File: src/design/rrts_pkg.sv
package rrts_pkg;

  localparam int DEF_THREAD_SLOTS = 32;
  localparam int DEF_TASK_SLOTS   = 16;

  localparam int REQ_W    = 3;
  localparam int SLOT_FW  = 5;
  localparam int OWNER_FW = 4;
  localparam int TID_W    = 32;
  localparam int STATE_W  = 3;
  localparam int STAT_W   = 3;
  localparam int COUNT_FW = 6;

  typedef enum logic [REQ_W-1:0] {
    REQ_CREATE   = 3'd0,
    REQ_DISPATCH = 3'd1,
    REQ_YIELD    = 3'd2,
    REQ_BLOCK    = 3'd3,
    REQ_UNBLOCK  = 3'd4,
    REQ_EXIT     = 3'd5,
    REQ_QUERY    = 3'd6
  } req_e;

  typedef enum logic [STAT_W-1:0] {
    STAT_OK      = 3'd0,
    STAT_FULL    = 3'd1,
    STAT_BADARG  = 3'd2,
    STAT_EMPTYQ  = 3'd3,
    STAT_IGNORED = 3'd4
  } stat_e;

  typedef enum logic [STATE_W-1:0] {
    ST_EMPTY   = 3'd0,
    ST_READY   = 3'd1,
    ST_RUNNING = 3'd2,
    ST_BLOCKED = 3'd3,
    ST_DEAD    = 3'd4
  } thr_state_e;

  typedef struct packed {
    logic [REQ_W-1:0]    req_type;
    logic [SLOT_FW-1:0]  target_slot;
    logic [OWNER_FW-1:0] owner_task;
    logic                args_valid;
  } req_t;

  typedef struct packed {
    logic [STAT_W-1:0]   status;
    logic [SLOT_FW-1:0]  result_slot;
    logic [TID_W-1:0]    result_tid;
    logic [STATE_W-1:0]  result_state;
    logic [SLOT_FW-1:0]  running_slot;
    logic                running_idle;
    logic [COUNT_FW-1:0] ready_count;
  } rsp_t;

endpackage

File: src/design/round_robin_thread_scheduler.sv
// round-robin thread scheduler for one cpu with a linked fifo run queue
//
// input channel: in_valid_i / in_stall_o carry one request (req_t) per
// transaction: create, dispatch, yield, block, unblock, exit or query.
// output channel: out_valid_o / out_stall_i carry exactly one response
// (rsp_t) per request, in request order.
//
// a request is accepted in s_idle, which issues the slot-table and link-table
// reads; s_exec then does the read-modify-write and loads the output
// register, waiting there while a held response stalls the output. a new
// request is accepted only in s_idle, so no request is taken before the last
// one has left s_exec. out_valid_o rises at the clock edge that ends s_exec.
//
// if the receiver stalls, the response holds in the output register; one more
// request is still accepted and waits in s_exec until the output
// register frees up, then in_stall_o drops again.
//
// reset (rst_ni low, asynchronous) empties every slot, clears the run queue,
// makes the scheduler context current and sets the next thread id to one.
// slots are handed out lowest first and never reused, so a fill count marks
// which table entries are valid; no clearing pass is needed.
module round_robin_thread_scheduler
  import rrts_pkg::*;
#(
  parameter int THREAD_SLOTS = DEF_THREAD_SLOTS,
  parameter int TASK_SLOTS   = DEF_TASK_SLOTS
) (
  input  logic clk_i,
  input  logic rst_ni,
  input  logic in_valid_i,
  output logic in_stall_o,
  input  req_t in_data_i,
  output logic out_valid_o,
  input  logic out_stall_i,
  output rsp_t out_data_o
);

  localparam int SLOT_W = $clog2(THREAD_SLOTS);
  localparam int CNT_W  = $clog2(THREAD_SLOTS + 1);
  localparam int OWN_W  = (TASK_SLOTS > 1) ? $clog2(TASK_SLOTS) : 1;
  localparam int TGT_X  = (SLOT_W > SLOT_FW) ? SLOT_W : SLOT_FW;
  localparam int OWN_X  = (OWN_W > OWNER_FW) ? OWN_W : OWNER_FW;
  localparam int CNT_X  = (CNT_W > COUNT_FW) ? CNT_W : COUNT_FW;
  localparam int ENT_W  = TID_W + OWN_W + STATE_W;

  typedef enum logic {
    S_IDLE,
    S_EXEC
  } fsm_e;

  fsm_e                state_q, state_d;
  req_e                op_q, op_d;
  req_t                in_q, in_d;
  logic [SLOT_W-1:0]   slot_q, slot_d;
  logic [SLOT_W-1:0]   head_q, head_d;
  logic [SLOT_W-1:0]   tail_q, tail_d;
  logic [CNT_W-1:0]    qlen_q, qlen_d;
  logic [CNT_W-1:0]    alloc_q, alloc_d;
  logic [SLOT_W-1:0]   cur_q, cur_d;
  logic                idle_q, idle_d;
  logic [TID_W-1:0]    tid_q, tid_d;
  logic                out_valid_q, out_valid_d;
  rsp_t                out_q, out_d;

  logic                accept;
  logic                exec_go;
  req_e                in_op;
  logic [TGT_X-1:0]    in_tgt_x;
  logic [TGT_X-1:0]    q_tgt_x;
  logic [OWN_X-1:0]    own_x;
  logic                tgt_ok;
  logic                own_ok;
  logic [SLOT_W-1:0]   rd_addr;

  logic                slot_we;
  logic [SLOT_W-1:0]   slot_waddr;
  logic [ENT_W-1:0]    slot_wdata;
  logic [ENT_W-1:0]    slot_rdata;
  logic                link_we;
  logic [SLOT_W-1:0]   link_rdata;

  logic [TID_W-1:0]    ent_tid;
  logic [OWN_W-1:0]    ent_own;
  thr_state_e          rd_state;
  thr_state_e          new_state;
  logic                do_push;
  logic [SLOT_W-1:0]   push_slot;
  stat_e               r_status;
  logic [SLOT_W-1:0]   r_slot;
  logic [TID_W-1:0]    r_tid;
  thr_state_e          r_state;
  logic [TGT_X-1:0]    r_slot_x;
  logic [TGT_X-1:0]    cur_x;
  logic [CNT_X-1:0]    cnt_x;

  assign accept     = in_valid_i && (state_q == S_IDLE);
  assign exec_go    = (state_q == S_EXEC) && (!out_valid_q || !out_stall_i);
  assign in_stall_o = (state_q != S_IDLE);

  assign in_tgt_x = TGT_X'(in_data_i.target_slot);
  assign q_tgt_x  = TGT_X'(in_q.target_slot);
  assign own_x    = OWN_X'(in_q.owner_task);
  assign tgt_ok   = {1'b0, q_tgt_x} < (TGT_X + 1)'(THREAD_SLOTS);
  assign own_ok   = {1'b0, own_x} < (OWN_X + 1)'(TASK_SLOTS);

  // yield with the scheduler current behaves as dispatch
  always_comb begin
    in_op = req_e'(in_data_i.req_type);
    if (in_op == REQ_YIELD && idle_q) begin
      in_op = REQ_DISPATCH;
    end
    case (in_op) inside
      REQ_DISPATCH:                  rd_addr = head_q;
      REQ_YIELD, REQ_BLOCK, REQ_EXIT: rd_addr = cur_q;
      default:                       rd_addr = in_tgt_x[SLOT_W-1:0];
    endcase
  end

  assign ent_tid  = slot_rdata[ENT_W-1 -: TID_W];
  assign ent_own  = slot_rdata[STATE_W +: OWN_W];
  assign rd_state = (CNT_W'(slot_q) < alloc_q) ? thr_state_e'(slot_rdata[STATE_W-1:0])
                                               : ST_EMPTY;

  always_comb begin
    state_d     = state_q;
    op_d        = op_q;
    in_d        = in_q;
    slot_d      = slot_q;
    head_d      = head_q;
    tail_d      = tail_q;
    qlen_d      = qlen_q;
    alloc_d     = alloc_q;
    cur_d       = cur_q;
    idle_d      = idle_q;
    tid_d       = tid_q;
    slot_we     = 1'b0;
    slot_waddr  = slot_q;
    new_state   = rd_state;
    slot_wdata  = {ent_tid, ent_own, new_state};
    link_we     = 1'b0;
    do_push     = 1'b0;
    push_slot   = slot_q;
    r_status    = STAT_IGNORED;
    r_slot      = '0;
    r_tid       = '0;
    r_state     = ST_EMPTY;

    if (accept) begin
      state_d = S_EXEC;
      op_d    = in_op;
      in_d    = in_data_i;
      slot_d  = rd_addr;
    end

    if (exec_go) begin
      state_d = S_IDLE;
      case (op_q)
        REQ_CREATE: begin
          if (!in_q.args_valid || !own_ok) begin
            r_status = STAT_BADARG;
          end else if (alloc_q == CNT_W'(THREAD_SLOTS)) begin
            r_status = STAT_FULL;
          end else begin
            push_slot  = alloc_q[SLOT_W-1:0];
            slot_we    = 1'b1;
            slot_waddr = push_slot;
            slot_wdata = {tid_q, own_x[OWN_W-1:0], ST_READY};
            do_push    = 1'b1;
            tid_d      = tid_q + TID_W'(1);
            alloc_d    = alloc_q + CNT_W'(1);
            r_status   = STAT_OK;
            r_slot     = push_slot;
            r_tid      = tid_q;
            r_state    = ST_READY;
          end
        end
        REQ_DISPATCH: begin
          if (!idle_q) begin
            r_status = STAT_IGNORED;
          end else if (qlen_q == '0) begin
            r_status = STAT_EMPTYQ;
          end else begin
            new_state  = ST_RUNNING;
            slot_we    = 1'b1;
            slot_wdata = {ent_tid, ent_own, new_state};
            qlen_d     = qlen_q - CNT_W'(1);
            if (qlen_q == CNT_W'(1)) begin
              head_d = '0;
              tail_d = '0;
            end else begin
              head_d = link_rdata;
            end
            cur_d    = slot_q;
            idle_d   = 1'b0;
            r_status = STAT_OK;
            r_slot   = slot_q;
            r_tid    = ent_tid;
            r_state  = ST_RUNNING;
          end
        end
        REQ_YIELD, REQ_BLOCK, REQ_EXIT: begin
          if (idle_q) begin
            r_status = STAT_IGNORED;
          end else begin
            if (op_q == REQ_YIELD) begin
              new_state = ST_READY;
              do_push   = 1'b1;
            end else if (op_q == REQ_BLOCK) begin
              new_state = ST_BLOCKED;
            end else begin
              new_state = ST_DEAD;
            end
            slot_we    = 1'b1;
            slot_wdata = {ent_tid, ent_own, new_state};
            idle_d     = 1'b1;
            cur_d      = '0;
            r_status   = STAT_OK;
            r_slot     = slot_q;
            r_tid      = ent_tid;
            r_state    = new_state;
          end
        end
        REQ_UNBLOCK: begin
          if (!tgt_ok) begin
            r_status = STAT_BADARG;
          end else if (rd_state != ST_BLOCKED) begin
            r_status = STAT_IGNORED;
          end else begin
            new_state  = ST_READY;
            slot_we    = 1'b1;
            slot_wdata = {ent_tid, ent_own, new_state};
            do_push    = 1'b1;
            r_status   = STAT_OK;
            r_slot     = slot_q;
            r_tid      = ent_tid;
            r_state    = ST_READY;
          end
        end
        REQ_QUERY: begin
          if (!tgt_ok) begin
            r_status = STAT_BADARG;
          end else begin
            r_status = STAT_OK;
            r_slot   = slot_q;
            r_tid    = ent_tid;
            r_state  = rd_state;
          end
        end
        default: begin
          r_status = STAT_IGNORED;
        end
      endcase

      // append to the run queue tail
      if (do_push) begin
        if (qlen_q != '0) begin
          link_we = 1'b1;
        end else begin
          head_d = push_slot;
        end
        tail_d = push_slot;
        qlen_d = qlen_q + CNT_W'(1);
      end
    end
  end

  assign r_slot_x = TGT_X'(r_slot);
  assign cur_x    = TGT_X'(cur_d);
  assign cnt_x    = CNT_X'(qlen_d);

  always_comb begin
    out_d       = out_q;
    out_valid_d = out_valid_q && out_stall_i;
    if (exec_go) begin
      out_valid_d        = 1'b1;
      out_d.status       = r_status;
      out_d.result_slot  = r_slot_x[SLOT_FW-1:0];
      out_d.result_tid   = r_tid;
      out_d.result_state = r_state;
      out_d.running_slot = cur_x[SLOT_FW-1:0];
      out_d.running_idle = idle_d;
      out_d.ready_count  = cnt_x[COUNT_FW-1:0];
    end
  end

  always_ff @(posedge clk_i or negedge rst_ni) begin
    if (!rst_ni) begin
      state_q     <= S_IDLE;
      op_q        <= REQ_CREATE;
      in_q        <= '0;
      slot_q      <= '0;
      head_q      <= '0;
      tail_q      <= '0;
      qlen_q      <= '0;
      alloc_q     <= '0;
      cur_q       <= '0;
      idle_q      <= 1'b1;
      tid_q       <= TID_W'(1);
      out_valid_q <= 1'b0;
      out_q       <= '0;
    end else begin
      state_q     <= state_d;
      op_q        <= op_d;
      in_q        <= in_d;
      slot_q      <= slot_d;
      head_q      <= head_d;
      tail_q      <= tail_d;
      qlen_q      <= qlen_d;
      alloc_q     <= alloc_d;
      cur_q       <= cur_d;
      idle_q      <= idle_d;
      tid_q       <= tid_d;
      out_valid_q <= out_valid_d;
      out_q       <= out_d;
    end
  end

  assign out_valid_o = out_valid_q;
  assign out_data_o  = out_q;

  // slot table: id, owner and state of each thread
  rrts_ram #(
    .WIDTH (ENT_W),
    .DEPTH (THREAD_SLOTS)
  ) u_slot_ram (
    .clk_i   (clk_i),
    .we_i    (slot_we),
    .waddr_i (slot_waddr),
    .wdata_i (slot_wdata),
    .re_i    (accept),
    .raddr_i (rd_addr),
    .rdata_o (slot_rdata)
  );

  // run queue links: next slot after each queued slot
  rrts_ram #(
    .WIDTH (SLOT_W),
    .DEPTH (THREAD_SLOTS)
  ) u_link_ram (
    .clk_i   (clk_i),
    .we_i    (link_we),
    .waddr_i (tail_q),
    .wdata_i (push_slot),
    .re_i    (accept),
    .raddr_i (head_q),
    .rdata_o (link_rdata)
  );

`ifndef SYNTHESIS
  a_qlen_le_alloc : assert property (@(posedge clk_i) disable iff (!rst_ni)
    qlen_q <= alloc_q)
    else $error("run queue longer than allocated slots");

  a_cur_allocated : assert property (@(posedge clk_i) disable iff (!rst_ni)
    !idle_q |-> (CNT_W'(cur_q) < alloc_q))
    else $error("running slot not allocated");

  a_idle_cur_zero : assert property (@(posedge clk_i) disable iff (!rst_ni)
    idle_q |-> (cur_q == '0))
    else $error("current slot nonzero while idle");

  a_empty_queue_ptrs : assert property (@(posedge clk_i) disable iff (!rst_ni)
    (qlen_q == '0) |-> (head_q == '0 && tail_q == '0))
    else $error("queue pointers not cleared on empty queue");

  a_exec_loads_out : assert property (@(posedge clk_i) disable iff (!rst_ni)
    exec_go |=> out_valid_q)
    else $error("response not loaded after execution");
`endif

endmodule

File: src/design/rrts_ram.sv
module rrts_ram #(
  parameter int WIDTH = 8,
  parameter int DEPTH = 32
) (
  input  logic                     clk_i,
  input  logic                     we_i,
  input  logic [$clog2(DEPTH)-1:0] waddr_i,
  input  logic [WIDTH-1:0]         wdata_i,
  input  logic                     re_i,
  input  logic [$clog2(DEPTH)-1:0] raddr_i,
  output logic [WIDTH-1:0]         rdata_o
);

  logic [WIDTH-1:0] mem_q [DEPTH];
  logic [WIDTH-1:0] rdata_q;

  always_ff @(posedge clk_i) begin
    if (we_i) begin
      mem_q[waddr_i] <= wdata_i;
    end
    if (re_i) begin
      rdata_q <= mem_q[raddr_i];
    end
  end

  assign rdata_o = rdata_q;

endmodule
File: config.mk
export PLATFORM = sky130hd
export DESIGN_NAME = round_robin_thread_scheduler
export DESIGN_NICKNAME = d
export VERILOG_FILES = /design/src/design/rrts_pkg.sv /design/src/design/round_robin_thread_scheduler.sv /design/src/design/rrts_ram.sv
export SDC_FILE = /design/constraint.sdc
export NUM_CORES = 2
export LEC_CHECK = 0
export BUFFER_PORTS_ARGS = -buffer_cell sky130_fd_sc_hd__buf_2
export CORE_ASPECT_RATIO = 2
export CORE_MARGIN = 3
export CORE_UTILIZATION = 45
export CTS_BUF_LIST = sky130_fd_sc_hd__clkbuf_2 sky130_fd_sc_hd__clkbuf_4 sky130_fd_sc_hd__clkbuf_8
export DETAILED_ROUTE_END_ITERATION = 8
export PLACE_DENSITY = 0.72
export SYNTH_ARGS = -nofsm -noshare
export SYNTH_HDL_FRONTEND = slang
export SYNTH_SLANG_ARGS = --single-unit
File: constraint.sdc
create_clock -name clk_i -period 6.48 [get_ports clk_i]
set_input_delay 0.324 -clock clk_i [delete_from_list [all_inputs] [get_ports clk_i]]
set_output_delay 0.324 -clock clk_i [all_outputs]
set_load 0.1 [all_outputs]
==> flow_summary.ini <==
[outcome]
status = finished, final reports clean

[setup_path]
crit-reg2reg-launch = alloc_q[1]$_DFFE_PN0P_
timing.critical_path.required_ns = 6.93
crit_chain = inv_1, ha_1, nand4bb_1, nand2b_1, nand3_2, buf_4, a21oi_1, inv_1, nand2_1, nor4_2, buf_4
critPathMaxFanout = 35
type_of_the_worst_setup_path = flip-flop to flip-flop
endpoint_kind = flip-flop
max_stage_delay_ns = 0.83
crit_start = alloc_q[1]$_DFFE_PN0P_
path_delay_family = buffers and inverters
crit_buf_inv = 4
critical-path-slowest-cell = sky130_fd_sc_hd__inv_1
worst_ep_arrival_time_ns = 5.57
startpoint_type = flip-flop

[sta]
finalHoldViolCount = 0
fin_crit_ns = 5.12
final-max-slew-violation-count = 0
setup_violations = 0
min_period_over_period_pct = 79.0
layout_setup_ws_ns = 1.36
max_slew_margin_pct = 17.0
fin_hold_ws_ns = 0.0797
fin_skew_ns = 0.0397
fmax_mhz = 195
rsz_0062_raised_after_global_routing = false
tightest_slew_ns = 1.25

[synth]
instance_count_of_the_mapped_netlist = 2754
syn_nets = 2781
syn_area_um2 = 56500
ys.warnings.count = 0
synth_flop_cell = sky130_fd_sc_hd__edfxtp_1
synth_sequential_area_ratio_pct = 75.7
synth_edf_count = 1320
post_synth.cell_area_avg_um2 = 20.5
yosys_reg_bits = 1446
synth_cell_types = 79
synthArstFlopShare_pct = 8.71

[clock_tree]
total_of_hold_buffers_inserted_after_clock_tree_synthesis = 8
root_buffer = sky130_fd_sc_hd__clkbuf_8
worst_skew_pair.late_latency_ns = 0.85
h_tree_levels = 4
cts_made_buffers = 177
cts.path.max_buffers = 3
cts.sinks = 1446
cts_tree = done
post-cts-setup-buffers = 0
clkTransAtPathRegs_ns = 0.08
cts_resized = 0

[drt]
drt_pass1_iterations = 6
drt-vias-per-instance = 6.02
detail_route.iter0.violations = 3044
routed_wire_length_per_instance_um = 28.7
finalWirelength_um = 136000
drc = 0
via_count = 28500
route.antenna.remaining_nets = 0

[floorplan]
floorplan.core_area_um2 = 125000
floorplan.die_area_um2 = 130000
row_count = 183
pin_count = 74
die-height_um = 507
die_w_um = 257
initial_core_util_pct = 45.4

[placed_design]
place_ws_ns = 1.48
globalplace.congestion = 0.853
port-buffer-count = 69
hpwlAfterDp_um = 76900
dpl-instance-area_um2 = 59200

[global_routing]
globalRouteTotalUtil_pct = 21.0
grt.overflow.total = 0
grt_start_max_net_pins = 106
grt_pass1_wl_um = 200000
antenna_found_initial = 3
number_of_global_route_vias_before_repair = 29800

[power_and_ir_drop]
p_total_mw = 25.8
vdd.ir_drop.worst_uv = 264
power_density_cells_nw_per_um2 = 412
power.leakage_nw = 20.4

[finish]
drive_gt1_share_pct = 27.2
nets = 2958
synthToLayoutAreaGrowth_pct = 10.9
postLayoutCellArea_um2 = 62700

[min_path]
worstHoldPathType = input pin to async pin

[job]
maxCapViolCount = 0
## cells in the final DEF, fill, tap and decap left out, drive strengths merged, types with 10 or more instances in the layout
master / instances
clkinv: 56
o21ai: 30
edfxtp: 1320
inv: 28
nand3: 33
and2: 33
nor3: 52
nor2: 73
a221o: 35
a31oi: 37
nand2: 80
mux4: 330
xor2: 11
nand2b: 10
a22o: 75
dfrtp: 124
a21oi: 33
xnor2: 28
clkbuf: 249
ha: 10
buf: 147
a211oi: 10
a22oi: 75
nor4: 35
a21o: 35
## area by class of cell
type                       instances  area, um^2
antenna                            1        2.50
clock buffer                     249        3050
clock inverter                    69         393
sequential                      1446       42800
inverter                          23        86.3
timing repair buffer             155        1100
fill                            9832       61900
multi-input combinational       1128       13200
tap                             1665        2080
## Yosys cell counts, types with 36 or more instances
cell                       number  area, um^2
sky130_fd_sc_hd__clkbuf_1      70         263
sky130_fd_sc_hd__a22oi_1       75         563
sky130_fd_sc_hd__nor3_1        51         255
sky130_fd_sc_hd__nand2_1       80         300
sky130_fd_sc_hd__mux4_2       330        7430
sky130_fd_sc_hd__dfrtp_1      124        3100
sky130_fd_sc_hd__buf_2         53         265
sky130_fd_sc_hd__a31oi_1       36         225
sky130_fd_sc_hd__edfxtp_1    1320       39600
sky130_fd_sc_hd__a22o_1        75         657
sky130_fd_sc_hd__nor2_1        73         274
## flip-flops by register name, summed over array words and instances, names as in the netlist
name                flops
u_link_ram.rdata_o      5
cur_q                   5
out_data_o             55
alloc_q                 6
u_link_ram.mem_q      160
in_stall_o              1
in_q                    1
slot_q                  5
head_q                  5
out_valid_o             1
qlen_q                  6
tid_q                  32
u_slot_ram.rdata_o     35
tail_q                  5
u_slot_ram.mem_q     1120
op_q                    3
idle_q                  1
## where the power goes
group | internal [mW] | total [mW] | switching, mW
sequential | 11.8 | 12.3 | 0.463
combinational | 2.15 | 7.24 | 5.09
clock | 3.13 | 6.32 | 3.20
total | 17.1 | 25.8 | 8.75
## cell families (layout without fill, tap and decap cells)
kind of cell             after synthesis  after routing  synth area share, %
AND/OR/NAND/NOR                      354            354                 3.19
adder cells (fa/ha/maj)               10             10                0.221
other                                  0              1                    0
multiplexers                         346            346                 13.4
buffers and inverters                180            496                 1.59
flip-flops                          1446           1446                 75.7
XOR/XNOR                              39             39                0.617
AO/OA/AOI/OAI                        379            379                 5.25
## layer usage
layer  part of all wire (%)  vias to the layer above  wire length [um]  global-route usage, %
met5                 0.0088                        -                12                      0
met4                    5.5                        2              7530                   10.6
met3                    6.9                      380              9410                   3.96
met2                     54                     1310             73600                   38.2
met1                     33                    14900             45500                   23.4
li1                       -                    11900                 -                      -
## worst paths after layout
path / slack (ns) / depth (start not counted) / endpoint
max: 1.36 / 11 / u_slot_ram.mem_q[24][9]$_DFFE_PP_
min: 0.08 / 2 / tid_q[29]$_DFFE_PN0P_
max reg2reg: 1.36 / 11 / u_slot_ram.mem_q[24][9]$_DFFE_PP_
min reg2reg: 0.47 / 2 / out_data_o[52]$_DFFE_PN0P_
max in group asynchronous: 4.99 / 3 / head_q[0]$_DFFE_PN0P_
min in group clk_i: 0.14 / 5 / slot_q[0]$_DFFE_PN0P_
## stage by stage
| stage | utilization, % | setup TNS, ns | cells |
|---|---|---|---|
| after global routing | 50.3 | 0 | 4736 |
| final | 50.3 | 0 | 4736 |
| after floorplan | - | -107.28 | 2754 |
| after global placement | 47.5 | 0 | 4409 |
| after detailed placement | 47.5 | 0 | 4409 |
| after CTS | 50.3 | 0 | 4735 |
(Power assumes the default switching activity.)
